<file path="config.mk">
export PLATFORM = sky130hd
export DESIGN_NAME = boxcar_moving_average_unit_flat
export DESIGN_NICKNAME = d
export VERILOG_FILES = /design/src/hw/rtl/bma_pkg.sv /design/src/hw/rtl/bma_if.sv /design/src/hw/rtl/boxcar_moving_average_unit.sv /design/src/hw/rtl/bma_ram.sv /design/src/hw/rtl/bma_front.sv /design/src/hw/rtl/bma_queue.sv /design/src/hw/rtl/bma_back.sv /design/src/flat_wrapper.sv
export VERILOG_INCLUDE_DIRS = /design/src /design/src/hw/rtl
export SDC_FILE = /design/constraint.sdc
export NUM_CORES = 1
export LEC_CHECK = 0
export BUFFER_PORTS_ARGS = -buffer_cell sky130_fd_sc_hd__buf_4
export CORE_ASPECT_RATIO = 1.4
export CORE_MARGIN = 2
export CORE_UTILIZATION = 23
export CTS_CLUSTER_SIZE = 25
export DETAILED_ROUTE_END_ITERATION = 10
export SLEW_MARGIN = 5
export SYNTH_ARGS = -nofsm -noshare
export SYNTH_HDL_FRONTEND = slang
export SYNTH_SLANG_ARGS = --single-unit
</file>
<file path="constraint.sdc">
create_clock -name clk -period 4.4 [get_ports clk]
set_clock_uncertainty 0.2 [all_clocks]
set_input_delay 0.88 -clock clk [delete_from_list [all_inputs] [get_ports clk]]
set_output_delay 0.88 -clock clk [all_outputs]
set_load 0.05 [all_outputs]
</file>
<file path="src/hw/rtl/boxcar_moving_average_unit_macros.svh">
// Assertion macros shared by the boxcar moving average RTL.
// Depends on nothing; included by the modules that carry checks.
`ifndef BOXCAR_MOVING_AVERAGE_UNIT_MACROS_SVH
`define BOXCAR_MOVING_AVERAGE_UNIT_MACROS_SVH

// Same-cycle implication, disabled while reset is asserted
`define BMA_ASSERT_IMP(label, ck, rst_n, ante, cons) \
	label: assert property (@(posedge ck) disable iff (!rst_n) (ante) |-> (cons)) \
		else $error("bma: same-cycle check failed");

// Next-cycle implication, disabled while reset is asserted
`define BMA_ASSERT_NXT(label, ck, rst_n, ante, cons) \
	label: assert property (@(posedge ck) disable iff (!rst_n) (ante) |=> (cons)) \
		else $error("bma: next-cycle check failed");

`endif

</file>
<file path="src/hw/rtl/bma_pkg.sv">
// Package for the boxcar moving average unit: defaults, field widths, state types.
// Depends on nothing; used by the interfaces, the top and the front, queue and back parts.
package bma_pkg;

	// Default module parameters
	localparam int WINDOW_DEF      = 16;
	localparam int SAMPLE_BITS_DEF = 16;

	// Fixed result field widths
	localparam int FRAC_BITS = 8;
	localparam int AVG_W     = 24;
	localparam int SUM_OUT_W = 20;
	localparam int CNT_OUT_W = 5;

	// Depth of the queue between front and back
	localparam int QUEUE_DEPTH = 2;

	typedef enum logic {
		F_IDLE,
		F_UPDATE
	} front_state_t;

	typedef enum logic [1:0] {
		B_IDLE,
		B_DIV,
		B_HOLD
	} back_state_t;

endpackage

</file>
<file path="src/hw/rtl/bma_if.sv">
// Request and result channel interfaces for the boxcar moving average unit.
// Depends on bma_pkg for default and field widths.
interface bma_in_if #(
	parameter int SAMPLE_BITS = bma_pkg::SAMPLE_BITS_DEF
);
	logic                          valid;
	logic                          ready;
	logic                          command;
	logic signed [SAMPLE_BITS-1:0] sample;

	modport source (output valid, command, sample, input ready);
	modport sink   (input valid, command, sample, output ready);
endinterface

interface bma_out_if;
	logic                                  valid;
	logic                                  ready;
	logic signed [bma_pkg::AVG_W-1:0]      average;
	logic signed [bma_pkg::SUM_OUT_W-1:0]  window_sum;
	logic        [bma_pkg::CNT_OUT_W-1:0]  fill_count;
	logic                                  window_full;

	modport source (output valid, average, window_sum, fill_count, window_full, input ready);
	modport sink   (input valid, average, window_sum, fill_count, window_full, output ready);
endinterface

</file>
<file path="src/hw/rtl/boxcar_moving_average_unit.sv">
// The back-end restoring divider, one quotient bit a cycle, divides the window sum (SUMW =
// SAMPLE_BITS + clog2(WINDOW) bits) and takes a new entry once its result is registered.
// The front takes a request, then updates the window and pushes into a two-entry queue
// before it takes the next, so it accepts requests while the queue has room and the back divides.
// Reset: arst_n clears sum, count, pointer and handshake state at once; the sample ring
// is not cleared, since an entry's old value is used only after it has been written.
module boxcar_moving_average_unit #(
	parameter int WINDOW      = bma_pkg::WINDOW_DEF,
	parameter int SAMPLE_BITS = bma_pkg::SAMPLE_BITS_DEF
) (
	input  logic      clk,
	input  logic      arst_n,
	bma_in_if.sink    request,
	bma_out_if.source result
);

	localparam int SUMW = SAMPLE_BITS + $clog2(WINDOW);
	localparam int CW   = $clog2(WINDOW + 1);

	logic                   push;
	logic signed [SUMW-1:0] push_sum;
	logic [CW-1:0]          push_cnt;
	logic                   q_full;
	logic                   q_valid;
	logic                   pop;
	logic [SUMW+CW-1:0]     q_data;

	// Accept and update the window
	bma_front #(
		.WINDOW     (WINDOW),
		.SAMPLE_BITS(SAMPLE_BITS),
		.SUMW       (SUMW),
		.CW         (CW)
	) u_front (
		.clk     (clk),
		.arst_n  (arst_n),
		.request (request),
		.q_full  (q_full),
		.push    (push),
		.push_sum(push_sum),
		.push_cnt(push_cnt)
	);

	// Decouple front and back
	bma_queue #(
		.WIDTH(SUMW + CW)
	) u_queue (
		.clk   (clk),
		.arst_n(arst_n),
		.push  (push),
		.din   ({push_sum, push_cnt}),
		.full  (q_full),
		.pop   (pop),
		.valid (q_valid),
		.dout  (q_data)
	);

	// Divide and deliver
	bma_back #(
		.WINDOW(WINDOW),
		.SUMW  (SUMW),
		.CW    (CW)
	) u_back (
		.clk    (clk),
		.arst_n (arst_n),
		.q_valid(q_valid),
		.q_sum  (q_data[SUMW+CW-1:CW]),
		.q_cnt  (q_data[CW-1:0]),
		.pop    (pop),
		.result (result)
	);

endmodule

</file>
<file path="src/hw/rtl/bma_ram.sv">
// Generic single-write, single-read RAM with registered read data.
// Depends on nothing.
module bma_ram #(
	parameter int WIDTH = 16,
	parameter int DEPTH = 16
) (
	input  logic                     clk,
	input  logic                     we,
	input  logic [$clog2(DEPTH)-1:0] waddr,
	input  logic [WIDTH-1:0]         wdata,
	input  logic                     re,
	input  logic [$clog2(DEPTH)-1:0] raddr,
	output logic [WIDTH-1:0]         rdata
);

	logic [WIDTH-1:0] mem_q [DEPTH];

	// Write one word, register one read word
	always_ff @(posedge clk) begin
		if (we) begin
			mem_q[waddr] <= wdata;
		end
		if (re) begin
			rdata <= mem_q[raddr];
		end
	end

endmodule

</file>
<file path="src/hw/rtl/bma_front.sv">
// Front part: accepts requests, keeps the sample ring, pointer, count and running sum.
// Depends on bma_pkg, bma_if, bma_ram and the assertion macro header.
`include "boxcar_moving_average_unit_macros.svh"

module bma_front #(
	parameter int WINDOW      = bma_pkg::WINDOW_DEF,
	parameter int SAMPLE_BITS = bma_pkg::SAMPLE_BITS_DEF,
	parameter int SUMW        = SAMPLE_BITS + $clog2(WINDOW),
	parameter int CW          = $clog2(WINDOW + 1)
) (
	input  logic                   clk,
	input  logic                   arst_n,
	bma_in_if.sink                 request,
	input  logic                   q_full,
	output logic                   push,
	output logic signed [SUMW-1:0] push_sum,
	output logic [CW-1:0]          push_cnt
);

	localparam int PW = $clog2(WINDOW);

	bma_pkg::front_state_t state_q, state_d;

	logic                          cmd_s1;
	logic signed [SAMPLE_BITS-1:0] sample_s1;
	logic [PW-1:0]                 wp_q;
	logic [CW-1:0]                 cnt_q;
	logic signed [SUMW-1:0]        sum_q;

	logic [SAMPLE_BITS-1:0]        old_sample;
	logic signed [SUMW-1:0]        x_ext;
	logic signed [SUMW-1:0]        old_ext;
	logic signed [SUMW-1:0]        next_sum;
	logic [CW-1:0]                 next_cnt;
	logic [PW-1:0]                 next_wp;
	logic                          filling;
	logic                          accept;

	assign accept = request.valid && request.ready;

	// Ring of past samples, read at the pointer on accept, written back in update
	bma_ram #(
		.WIDTH(SAMPLE_BITS),
		.DEPTH(WINDOW)
	) u_ring (
		.clk  (clk),
		.we   (push && !cmd_s1),
		.waddr(wp_q),
		.wdata(sample_s1),
		.re   (accept && !request.command),
		.raddr(wp_q),
		.rdata(old_sample)
	);

	// Sign-extend new and leaving samples to the sum width
	assign x_ext   = {{(SUMW - SAMPLE_BITS){sample_s1[SAMPLE_BITS-1]}}, sample_s1};
	assign old_ext = {{(SUMW - SAMPLE_BITS){old_sample[SAMPLE_BITS-1]}}, old_sample};
	assign filling = cnt_q < CW'(WINDOW);

	// Add the new sample, drop the overwritten one once the ring is full
	assign next_sum = filling ? (sum_q + x_ext) : (sum_q + x_ext - old_ext);
	assign next_cnt = filling ? (cnt_q + 1'b1) : cnt_q;
	assign next_wp  = (wp_q == PW'(WINDOW - 1)) ? '0 : (wp_q + 1'b1);

	// Next state and handshake
	always_comb begin
		state_d       = state_q;
		request.ready = 1'b0;
		push          = 1'b0;
		case (state_q)
			bma_pkg::F_IDLE: begin
				request.ready = !q_full;
				if (accept) begin
					state_d = bma_pkg::F_UPDATE;
				end
			end
			bma_pkg::F_UPDATE: begin
				push    = 1'b1;
				state_d = bma_pkg::F_IDLE;
			end
			default: begin
				state_d = bma_pkg::F_IDLE;
			end
		endcase
	end

	assign push_sum = cmd_s1 ? '0 : next_sum;
	assign push_cnt = cmd_s1 ? '0 : next_cnt;

	// State register
	always_ff @(posedge clk or negedge arst_n) begin
		if (!arst_n) begin
			state_q <= bma_pkg::F_IDLE;
		end else begin
			state_q <= state_d;
		end
	end

	// Window state: clear on command, advance on push
	always_ff @(posedge clk or negedge arst_n) begin
		if (!arst_n) begin
			wp_q  <= '0;
			cnt_q <= '0;
			sum_q <= '0;
		end else if (push) begin
			if (cmd_s1) begin
				wp_q  <= '0;
				cnt_q <= '0;
				sum_q <= '0;
			end else begin
				wp_q  <= next_wp;
				cnt_q <= next_cnt;
				sum_q <= next_sum;
			end
		end
	end

	// Hold the accepted request for the update cycle
	always_ff @(posedge clk) begin
		if (accept) begin
			cmd_s1    <= request.command;
			sample_s1 <= request.sample;
		end
	end

	`BMA_ASSERT_IMP(a_cnt_range, clk, arst_n, 1'b1, cnt_q <= CW'(WINDOW))
	`BMA_ASSERT_IMP(a_wp_tracks_cnt, clk, arst_n, filling, wp_q == cnt_q[PW-1:0])
	`BMA_ASSERT_NXT(a_accept_push, clk, arst_n, accept, push)

endmodule

</file>
<file path="src/hw/rtl/bma_queue.sv">
// Short FIFO between the front and back parts, carrying sum and count.
// Depends on bma_pkg and the assertion macro header.
`include "boxcar_moving_average_unit_macros.svh"

module bma_queue #(
	parameter int WIDTH = 25
) (
	input  logic             clk,
	input  logic             arst_n,
	input  logic             push,
	input  logic [WIDTH-1:0] din,
	output logic             full,
	input  logic             pop,
	output logic             valid,
	output logic [WIDTH-1:0] dout
);

	localparam int QPW = $clog2(bma_pkg::QUEUE_DEPTH);
	localparam int QCW = $clog2(bma_pkg::QUEUE_DEPTH + 1);

	logic [WIDTH-1:0] data_q [bma_pkg::QUEUE_DEPTH];
	logic [QPW-1:0]   wr_q;
	logic [QPW-1:0]   rd_q;
	logic [QCW-1:0]   count_q;

	assign full  = count_q == QCW'(bma_pkg::QUEUE_DEPTH);
	assign valid = count_q != '0;
	assign dout  = data_q[rd_q];

	// Advance pointers and occupancy
	always_ff @(posedge clk or negedge arst_n) begin
		if (!arst_n) begin
			wr_q    <= '0;
			rd_q    <= '0;
			count_q <= '0;
		end else begin
			if (push) begin
				wr_q <= (wr_q == QPW'(bma_pkg::QUEUE_DEPTH - 1)) ? '0 : (wr_q + 1'b1);
			end
			if (pop) begin
				rd_q <= (rd_q == QPW'(bma_pkg::QUEUE_DEPTH - 1)) ? '0 : (rd_q + 1'b1);
			end
			if (push && !pop) begin
				count_q <= count_q + 1'b1;
			end else if (pop && !push) begin
				count_q <= count_q - 1'b1;
			end
		end
	end

	// Store entries
	always_ff @(posedge clk) begin
		if (push) begin
			data_q[wr_q] <= din;
		end
	end

	`BMA_ASSERT_IMP(a_no_overflow, clk, arst_n, push, !full)
	`BMA_ASSERT_IMP(a_no_underflow, clk, arst_n, pop, valid)

endmodule

</file>
<file path="src/hw/rtl/bma_back.sv">
// Back part: divides sum by count one quotient bit a cycle and holds the result.
// Depends on bma_pkg, bma_if and the assertion macro header.
`include "boxcar_moving_average_unit_macros.svh"

module bma_back #(
	parameter int WINDOW = bma_pkg::WINDOW_DEF,
	parameter int SUMW   = 20,
	parameter int CW     = 5
) (
	input  logic                   clk,
	input  logic                   arst_n,
	input  logic                   q_valid,
	input  logic signed [SUMW-1:0] q_sum,
	input  logic [CW-1:0]          q_cnt,
	output logic                   pop,
	bma_out_if.source              result
);

	localparam int DW = SUMW + bma_pkg::FRAC_BITS;
	localparam int SW = $clog2(DW);

	bma_pkg::back_state_t state_q, state_d;

	logic [SW-1:0]          step_q;
	logic [CW:0]            rem_q;
	logic [DW-1:0]          work_q;
	logic [CW-1:0]          div_q;
	logic                   neg_q;
	logic signed [SUMW-1:0] sum_q;
	logic                   out_valid_q;

	logic [SUMW-1:0]        mag;
	logic [CW:0]            rem_sh;
	logic                   ge;
	logic [CW:0]            rem_n;
	logic signed [DW:0]     quot;
	logic [DW+bma_pkg::AVG_W:0]          avg_ext;
	logic [SUMW+bma_pkg::SUM_OUT_W-1:0]  sum_ext;
	logic [CW+bma_pkg::CNT_OUT_W-1:0]    cnt_ext;
	logic                   load;
	logic                   last_step;

	// Magnitude of the incoming sum
	assign mag = q_sum[SUMW-1] ? (~q_sum + 1'b1) : q_sum;

	// One restoring divide step
	assign rem_sh    = {rem_q[CW-1:0], work_q[DW-1]};
	assign ge        = rem_sh >= {1'b0, div_q};
	assign rem_n     = ge ? (rem_sh - {1'b0, div_q}) : rem_sh;
	assign last_step = step_q == SW'(DW - 1);

	// Apply sign and fit result fields
	assign quot    = neg_q ? -$signed({1'b0, work_q}) : $signed({1'b0, work_q});
	assign avg_ext = {{bma_pkg::AVG_W{quot[DW]}}, quot};
	assign sum_ext = {{bma_pkg::SUM_OUT_W{sum_q[SUMW-1]}}, sum_q};
	assign cnt_ext = {{bma_pkg::CNT_OUT_W{1'b0}}, div_q};

	assign pop  = (state_q == bma_pkg::B_IDLE) && q_valid;
	assign load = (state_q == bma_pkg::B_HOLD) && (!out_valid_q || result.ready);

	// Next state
	always_comb begin
		state_d = state_q;
		case (state_q)
			bma_pkg::B_IDLE: begin
				if (q_valid) begin
					state_d = (q_cnt == '0) ? bma_pkg::B_HOLD : bma_pkg::B_DIV;
				end
			end
			bma_pkg::B_DIV: begin
				if (last_step) begin
					state_d = bma_pkg::B_HOLD;
				end
			end
			bma_pkg::B_HOLD: begin
				if (load) begin
					state_d = bma_pkg::B_IDLE;
				end
			end
			default: begin
				state_d = bma_pkg::B_IDLE;
			end
		endcase
	end

	// Control registers
	always_ff @(posedge clk or negedge arst_n) begin
		if (!arst_n) begin
			state_q     <= bma_pkg::B_IDLE;
			step_q      <= '0;
			out_valid_q <= 1'b0;
		end else begin
			state_q <= state_d;
			if (pop) begin
				step_q <= '0;
			end else if (state_q == bma_pkg::B_DIV) begin
				step_q <= step_q + 1'b1;
			end
			if (load) begin
				out_valid_q <= 1'b1;
			end else if (result.ready) begin
				out_valid_q <= 1'b0;
			end
		end
	end

	// Divider datapath and result register
	always_ff @(posedge clk) begin
		if (pop) begin
			sum_q  <= q_sum;
			div_q  <= q_cnt;
			neg_q  <= q_sum[SUMW-1];
			work_q <= {mag, {bma_pkg::FRAC_BITS{1'b0}}};
			rem_q  <= '0;
		end else if (state_q == bma_pkg::B_DIV) begin
			rem_q  <= rem_n;
			work_q <= {work_q[DW-2:0], ge};
		end
		if (load) begin
			result.average     <= avg_ext[bma_pkg::AVG_W-1:0];
			result.window_sum  <= sum_ext[bma_pkg::SUM_OUT_W-1:0];
			result.fill_count  <= cnt_ext[bma_pkg::CNT_OUT_W-1:0];
			result.window_full <= div_q == CW'(WINDOW);
		end
	end

	assign result.valid = out_valid_q;

	`BMA_ASSERT_IMP(a_div_nonzero, clk, arst_n, state_q == bma_pkg::B_DIV, div_q != '0)
	`BMA_ASSERT_IMP(a_load_slot_free, clk, arst_n, load && out_valid_q, result.ready)

endmodule
</file>
<file path="src/flat_wrapper.sv">
// flat-port wrapper written by rule: the top's interface ports become plain ports
module boxcar_moving_average_unit_flat 
#(
	parameter int WINDOW      = bma_pkg::WINDOW_DEF,
	parameter int SAMPLE_BITS = bma_pkg::SAMPLE_BITS_DEF
)
  (clk, arst_n, request_valid, request_command, request_sample, request_ready, result_valid, result_average, result_window_sum, result_fill_count, result_window_full, result_ready);
  bma_in_if #(.SAMPLE_BITS(SAMPLE_BITS)) request_i ();
  bma_out_if result_i ();
  input  logic clk;
  input  logic arst_n;
  input wire logic [$bits(request_i.valid)-1:0] request_valid;
  input wire logic [$bits(request_i.command)-1:0] request_command;
  input wire logic [$bits(request_i.sample)-1:0] request_sample;
  output wire logic [$bits(request_i.ready)-1:0] request_ready;
  output wire logic [$bits(result_i.valid)-1:0] result_valid;
  output wire logic [$bits(result_i.average)-1:0] result_average;
  output wire logic [$bits(result_i.window_sum)-1:0] result_window_sum;
  output wire logic [$bits(result_i.fill_count)-1:0] result_fill_count;
  output wire logic [$bits(result_i.window_full)-1:0] result_window_full;
  input wire logic [$bits(result_i.ready)-1:0] result_ready;
  assign request_i.valid = request_valid;
  assign request_i.command = request_command;
  assign request_i.sample = request_sample;
  assign request_ready = request_i.ready;
  assign result_valid = result_i.valid;
  assign result_average = result_i.average;
  assign result_window_sum = result_i.window_sum;
  assign result_fill_count = result_i.fill_count;
  assign result_window_full = result_i.window_full;
  assign result_i.ready = result_ready;
  boxcar_moving_average_unit #(.WINDOW(WINDOW), .SAMPLE_BITS(SAMPLE_BITS)) u_core (.clk(clk), .arst_n(arst_n), .request(request_i), .result(result_i));
endmodule
</file>
==> results of run 1 <==
==> sequential cells by signal, indices dropped and copies added (netlist names), 16 cells and up <==
signal                           cells
u_core.u_back.result.average        24
u_core.u_back.result.window_sum     20
u_core.u_back.sum_q                 19
u_core.u_back.work_q                28
u_core.u_front.sample_s1            16
u_core.u_front.sum_q                20
u_core.u_front.u_ring.mem_q        256
u_core.u_front.u_ring.rdata         16
u_core.u_queue.data_q               50
==> cells in the mapped netlist (24+ instances only) <==
cell type	count	area share [%]
nand2_1	87	1.5
mux2i_1	26	1.2
xnor2_1	55	2.3
o21ai_0	83	1.9
a21oi_1	53	1.2
inv_1	67	1.2
mux2_2	27	1.4
mux4_2	80	8.4
dfrtp_1	42	4.9
edfxtp_1	434	61
nand3_1	24	0.56
clkbuf_1	34	0.60
xor2_1	27	1.1
nor2_1	58	1.0
ha_1	52	3.0
==> power groups by stage <==
| stage | sequential, W | clock [W] | combinational [W] |
|---|---|---|---|
| floorplan | 0.00719 | 0 | 0.00494 |
| global placement | 0.00698 | 0 | 0.00751 |
| detailed placement | 0.00701 | 0 | 0.00768 |
| CTS | 0.00692 | 0.00428 | 0.00784 |
| global route | 0.00703 | 0.00444 | 0.00912 |
| finish | 0.00691 | 0.00417 | 0.00835 |
==> critical path: cells and delay by family (launching register included) <==
kind | cells | cell delay (ps)
AOI/OAI and AO/OA | 11 | 2110
xor gates and xnor gates | 1 | 170
adders and majority gates | 2 | 550
buffers and inverters | 3 | 480
DFF | 1 | 490
and+or+nand+nor | 1 | 60
==> what timing repair did <==
action | in CTS | in global routing
hold buffers | 0 | 0
gates cloned | 0 | 0
setup buffers | 4 | 7
pin swaps | 4 | 28
gates resized for setup | 16 | 54
setup endpoints to repair | 14 | 24
==> layout make-up <==
class	count	area share, %
Clock buffer	69	5.241
Clock inverter	23	0.9224
Inverter	67	0.9656
Multi-Input combinational cell	773	26.32
Sequential cell	489	55.09
Tap cell	1206	5.794
Timing Repair Buffer	193	5.669
==> kinds of logic after synthesis <==
family                   Yosys count  share of synthesized area (%)
AO/OA/AOI/OAI                    219                          6.215
XOR/XNOR                          82                          3.365
adder cells (fa/ha/maj)           55                          3.330
flip-flops                       489                          67.21
multiplexers                     133                          11.09
buffers and inverters            118                          2.163
AND/OR/NAND/NOR                  284                          6.625
==> path summary, 6_finish.rpt <==
kind | startpoint | to | slack [ps] | cells after the start
max in group asynchronous | arst_n | u_core.u_front.wp_q[0] | 3440 | 1
setup / recovery | u_core.u_front.sample_s1[3] | u_core.u_queue.data_q[1][23] | 60 | 18
hold / removal | arst_n | u_core.u_back.result.valid | 80 | 1
hold reg to reg | u_core.u_back.sum_q[9] | u_core.u_back.result.window_sum[9] | 220 | 0
min in group clk | u_core.u_back.sum_q[9] | u_core.u_back.result.window_sum[9] | 220 | 0
setup reg to reg | u_core.u_front.sample_s1[3] | u_core.u_queue.data_q[1][23] | 60 | 18
==> per-stage QoR <==
| stage | cell area, µm² | cells |
|---|---|---|
| finish | 26050 | 2820 |
| global route | 26050 | 2820 |
| CTS | 25750 | 2813 |
| detailed placement | 24050 | 2717 |
| global placement | 24050 | 2717 |
| floorplan | 21360 | 1380 |
==> metal layers <==
| layer | track usage (%) | vias up | wire length (µm) |
|---|---|---|---|
| met5 | 0 | - | 0 |
| met4 | 3.565 | 0 | 1209 |
| met3 | 1.713 | 68 | 2321 |
| met2 | 17.98 | 284 | 25170 |
| met1 | 11.76 | 6061 | 19580 |
| li1 | - | 5684 | - |
==> cells in the final DEF (no fill, tap or decap), types with 9 or more instances in the layout <==
cell       instances
o22ai_1            9
nor3_1            14
buf_4            188
dfxtp_1           13
o21ai_0           77
a21oi_2           14
clkinv_1          11
mux4_2            80
inv_1             67
dfrtp_1           40
edfxtp_1         434
clkbuf_16         52
nand2b_1          12
nand3_1           21
xor2_1            25
mux2i_1           25
a21o_1            12
nor2b_1           10
xnor2_1           54
a21oi_1           38
and2_1            20
ha_1              44
nor2_1            55
mux2_2            27
nand2_1           85
clkbuf_1          17
o31ai_1           12
nand4_1            9
==> results.txt, run 1 <==
----------------------------------------------------
[Drt]
  Starting DRT DRC Count ... 857
  DR DRC count ... 0
  Antenna-violating nets left ... 0
  Post-Route WL ... 48.28 mm
  First-pass iteration count of the detailed router ... 5
  Vias ... 12100
  Routed via count divided by cell count ... 4.290
  Routed length per placed instance ... 17.12 µm

[CTS]
  CTS tree ... done
  Max clock buf depth ... 3
  CTS Buf Count ... 51
  CTS H-Tree Depth ... 2
  Clock Sinks ... 489
  Clock latency of the later-clocked register in the worst-skew pair ... 610 ps
  Cell at the root of the clock tree ... clkbuf_16
  Reg clk slew, reported paths ... 60 ps

[Die]
  Die Height ... 364.4 µm
  Die area ... 95270 µm²
  Number of I/O pins ... 73
  Core region area ... 92320 µm²
  Horiz. Die Dim ... 261.4 µm
  Placement row count ... 132
  Initial Utilization ... 23.11%

[Cells and area]
  Total Nets Final ... 1651
  Utilization after layout ... 28.21%
  Total area of multi-input combinational cells ... 6854 µm²
  Fraction of layout cells with a size suffix above 1 ... 26.70%
  Ant diodes ... 0
  Area growth syn-to-layout ... 22.05%
  Fillers ... 9156
  Register Area ... 14350 µm²

[Pwr]
  Net Sw Frac ... 35.73%
  Power per unit of standard cell area ... 745.8 nW/µm²
  Clk network pwr share ... 21.4%
  Cell internal power dissipation ... 0.01249 W
  Tot Pwr ... 0.01943 W
  Leakage dissipation ... 9.036 nW
  Reported net switching power ... 0.006940 W
  Relative contribution of sequential cells to total power ... 35.6%
  IR drop worst, VDD ... 0.3768 mV
  Combinational fraction of design power ... 43.0%

[Placement]
  Pre-CTS setup slack ... -220.5 ps
  Half-perimeter wire length after detailed placement ... 32.17 mm
  Final estimated routing congestion in global placement ... 0.8340
  Number of buffers added on ports ... 72

[Synthesis]
  Sequential element share of the synthesized area ... 67.21%
  Area of the mapped netlist ... 21340 µm²
  Synth Instances ... 1380
  Post-synthesis sequential element count ... 489
  Cell variety after synth ... 66
  Net count of the mapped netlist ... 1456
  Primary FF master, synth ... edfxtp_1
  YS warnings ... 0
  Synth Area per Inst ... 15.46 µm²
  Number of enable-type register cells in the synthesized netlist ... 434
  Async set-reset flop share out of synthesis ... 8.589%

[Setup path]
  Arrival time of data at the critical path endpoint ... 4460 ps
  Maximum fanout along the worst path ... 6
  Max stage delay on crit path ... 490 ps
  Worst path cell trace ... ha_4, a21o_1, a21oi_1, a21oi_2, o311ai_1, buf_4, o21ai_0, xor2_1, buf_4, ha_4, buf_4, a21oi_1, o21ai_0, a221o_1, a21oi_2, o31a_1, nor3_2, a221o_1
  Critical path class ... flip-flop to flip-flop
  Most prevalent standard cell on the critical path ... buf_4
  Endpoint required time on the critical path ... 4520 ps
  CP max-delay cell ... edfxtp_1
  Kind of end point of the critical path ... flip-flop
  Crit start category ... flip-flop

[STA]
  Min Hold Slack ... 80.03 ps
  Max Transition Viols Final ... 0
  Tmin final ... 4336 ps
  Final setup violating endpoints ... 0
  Worst-Margin Slew ... 1154 ps
  Tcrit/Tclk final ... 98.54%
  Peak Freq ... 230.6 MHz
  Slack of the critical path ... 64.32 ps
  Final hold vios ... 0
  Slew Limit Headroom ... 23.07%
  Sum Neg Setup Slack ... 0 ps
  RSZ-0062 raised after global routing ... yes

[Global route]
  First-pass GRT wire length ... 73.41 mm
  Aggregate global routing overflow ... 0
  Number of global-route vias before repair ... 12560
  Overall routing resource usage ... 9.954%
  Largest net degree at the start of global routing ... 43
  Number of antenna violations at the first check in global routing ... 0

[Run]
  Count of max-cap constraint violations ... 0

[Run status]
  Outcome ... complete, no violations

[Worst hold path]
  Type of the tightest min-delay check ... input port to async pin

----------------------------------------------------
Power figures use the tool's default switching activity.
==> inputs of run 2 (changes only) <==
- clock period: 4.4 -> 3.8 ns (I/O delays scaled with it)
==> results.txt, run 2 (synthesis results as in run 1) <==
----------------------------------------------------
[Run status]
  Outcome ... finished, violations left
  Violated checks ... negative setup slack

[Die]
  Number of I/O pins ... 73 (unchanged)
  Placement row count ... 132 (unchanged)
  Die Height ... 364.4 µm (unchanged)
  Horiz. Die Dim ... 261.4 µm (unchanged)
  Core region area ... 92320 µm² (unchanged)
  Die area ... 95270 µm² (unchanged)
  Initial Utilization ... 23.11% (unchanged)

[STA]
  Max Transition Viols Final ... 0 (unchanged)
  Min Hold Slack ... 137.3 ps (+57.27 ps)
  Slew Limit Headroom ... 24.95% (+1.9 points)
  Final hold vios ... 0 (unchanged)
  Tmin final ... 4295 ps (-40.98 ps)
  Tcrit/Tclk final ... 113.0% (+14 points)
  Final setup violating endpoints ... 31 (+31)
  Peak Freq ... 232.8 MHz (+0.95%)
  Sum Neg Setup Slack ... -8958 ps (-8958 ps)
  RSZ-0062 raised after global routing ... yes
  Slack of the critical path ... -494.7 ps (-559.0 ps)
  Worst-Margin Slew ... 1126 ps (-28.13 ps)

[Drt]
  Detail Route met3 WL ... 1.858 mm (-20%)
  Routed via count divided by cell count ... 4.257 (-0.77%)
  Wire length on met1 ... 19.62 mm (+0.20%)
  First-pass iteration count of the detailed router ... 6 (+1)
  Starting DRT DRC Count ... 829 (-3.3%)
  Post-Route WL ... 47.98 mm (-0.63%)
  Vias ... 12250 (+1.2%)
  Highest routed metal layer ... met4
  Antenna-violating nets left ... 0 (unchanged)
  DR DRC count ... 0 (unchanged)
  Routed length per placed instance ... 16.68 µm (-2.6%)
  Routed wire length on met2 ... 25.49 mm (+1.3%)

[Global route]
  Aggregate global routing overflow ... 0 (unchanged)
  First-pass GRT wire length ... 73.94 mm (+0.72%)
  Largest net degree at the start of global routing ... 46 (+7.0%)
  Number of antenna violations at the first check in global routing ... 0 (unchanged)
  Overall routing resource usage ... 10.03% (+0.072 points)
  Number of global-route vias before repair ... 12670 (+0.84%)

[Cells and area]
  Utilization after layout ... 28.88% (+0.67 points)
  Most common library cell in the layout ignoring fill and taps ... edfxtp_1
  Area growth syn-to-layout ... 24.95%
  Register containing the most flip-flops in the final layout ... u_core.u_front.u_ring.mem_q
  Total Nets Final ... 1709 (+3.5%)
  Biggest regs ... u_core.u_front.u_ring.mem_q x256, u_core.u_queue.data_q x50, u_core.u_back.work_q x28
  Ant diodes ... 0 (unchanged)
  Fraction of layout cells with a size suffix above 1 ... 31.06% (+4.4 points)
  Leading cell types in the layout, fill and taps excluded ... edfxtp_1 (434), buf_4 (241), mux4_2 (80), nand2_1 (80), o21ai_0 (72)
  Largest register FFs ... 256 (unchanged)

[CTS]
  CTS tree ... done
  Clock Sinks ... 489 (unchanged)
  Clock latency of the later-clocked register in the worst-skew pair ... 600 ps (about the same)
  CTS H-Tree Depth ... 2 (unchanged)
  Max clock buf depth ... 3 (unchanged)
  Cell at the root of the clock tree ... clkbuf_16
  CTS Buf Count ... 50 (-2.0%)
  Reg clk slew, reported paths ... 60 ps (about the same)

[Setup path]
  Crit start category ... flip-flop
  CP max-delay cell ... edfxtp_1
  Worst setup slack for register-to-register paths ... -490 ps (-560 ps)
  Max stage delay on crit path ... 400 ps (-90 ps)
  Arrival time of data at the critical path endpoint ... 4400 ps (-60 ps)
  Critical path class ... flip-flop to flip-flop
  Kind of end point of the critical path ... flip-flop
  Maximum fanout along the worst path ... 4 (-2)
  Endpoint required time on the critical path ... 3910 ps (-610 ps)
  Worst path cell trace ... ha_2, fa_2, a21o_1, a21oi_2, o211ai_1, a21oi_2, a21boi_1, nor2_1, xor2_1, inv_1, ha_4, a21oi_4, o21ai_2, o22ai_2, a21oi_2, mux2i_1, xor2_1, xor2_1, nor2_1

[Run]
  Count of max-cap constraint violations ... 0 (unchanged)

[Placement]
  Half-perimeter wire length after detailed placement ... 33.65 mm (+4.6%)
  Number of buffers added on ports ... 72 (unchanged)
  Final estimated routing congestion in global placement ... 0.8410 (+0.84%)

[Worst hold path]
  Type of the tightest min-delay check ... input port to flip-flop

[Pwr]
  Power per unit of standard cell area ... 885.1 nW/µm² (+19%)
  Leakage dissipation ... 9.380 nW (+3.8%)
  IR drop worst, VDD ... 0.4477 mV (+19%)

----------------------------------------------------
## run 2: cell types whose count changed in the layout (fill, tap and decap cells not counted), moves of 3 or more
cell,change
buf_4,+53
clkbuf_1,-11
clkinv_2,+8
o22ai_1,-6
o22ai_2,+6
nand2_1,-5
o21ai_0,-5
buf_6,+4
nand2_2,+4
o21ai_2,+4
clkbuf_8,+3
## run 2: worst paths after layout
path	cells past startpoint	end	startpoint
max	19	u_core.u_queue.data_q[1][24]	u_core.u_front.sample_s1[0]
min	1	u_core.u_front.sample_s1[12]	request_sample[12]
max reg2reg	19	u_core.u_queue.data_q[1][24]	u_core.u_front.sample_s1[0]
min reg2reg	0	u_core.u_back.result.window_sum[16]	u_core.u_back.sum_q[16]
max in group asynchronous	2	u_core.u_front.wp_q[0]	arst_n
min in group asynchronous	2	u_core.u_back.result.valid	arst_n
## run 2: critical path: cells and delay by family (launching register included)
family                   cells  cell delay [ps]
AO/OA/AOI/OAI                9             1390
adder cells (fa/ha/maj)      3              860
XOR/XNOR                     3              600
flip-flops                   1              400
multiplexers                 1              240
AND/OR/NAND/NOR              2              190
buffers and inverters        1              100
## run 2: timing repair
action | 4_1_cts | 5_1_grt
cloned | 0 | 0
hold buffers | 1 | 0
resized for setup | 35 | 47
pin swaps | 13 | 14
hold endpoints to repair | 17 | 0
buffers inserted | 6 | 14
endpoints found under the setup margin | 32 | 36
## run 2: area by class of cell
type	count	area, µm²
Clock buffer	59	1315
Clock inverter	31	272.8
Fill cell	9109	65660
Inverter	67	254.0
Multi-Input combinational cell	773	7015
Sequential cell	489	14350
Tap cell	1206	1509
Timing Repair Buffer	252	1949
## run 2: metal layers
| metal | track usage (%) | vias to the layer above |
|---|---|---|
| met5 | 0 | - |
| met4 | 2.473 | 0 |
| met3 | 1.727 | 79 |
| met2 | 18.69 | 235 |
| met1 | 11.79 | 6124 |
| li1 | - | 5809 |
## run 2: stage by stage
step	worst slack, ps	total power [W]	cells	area (µm²)
final	-494.7	0.02360	2877	26670
after global routing	-774.7	0.02508	2877	26670
after CTS	-509.9	0.02309	2864	26330
after detailed placement	-569.5	0.01786	2767	24510
after global placement	-561.4	0.01772	2767	24510
after floorplan	-320.9	0.01424	1380	21450
## run 2: power breakdown
| part | switching (W) | total (W) | internal, W | leakage [nW] |
|---|---|---|---|---|
| clock network | 0.00201 | 0.00470 | 0.00269 | 0.786 |
| registers | 0.000671 | 0.00801 | 0.00734 | 4.63 |
| logic | 0.00577 | 0.0109 | 0.00513 | 3.97 |
| total | 0.00845 | 0.0236 | 0.0152 | 9.38 |
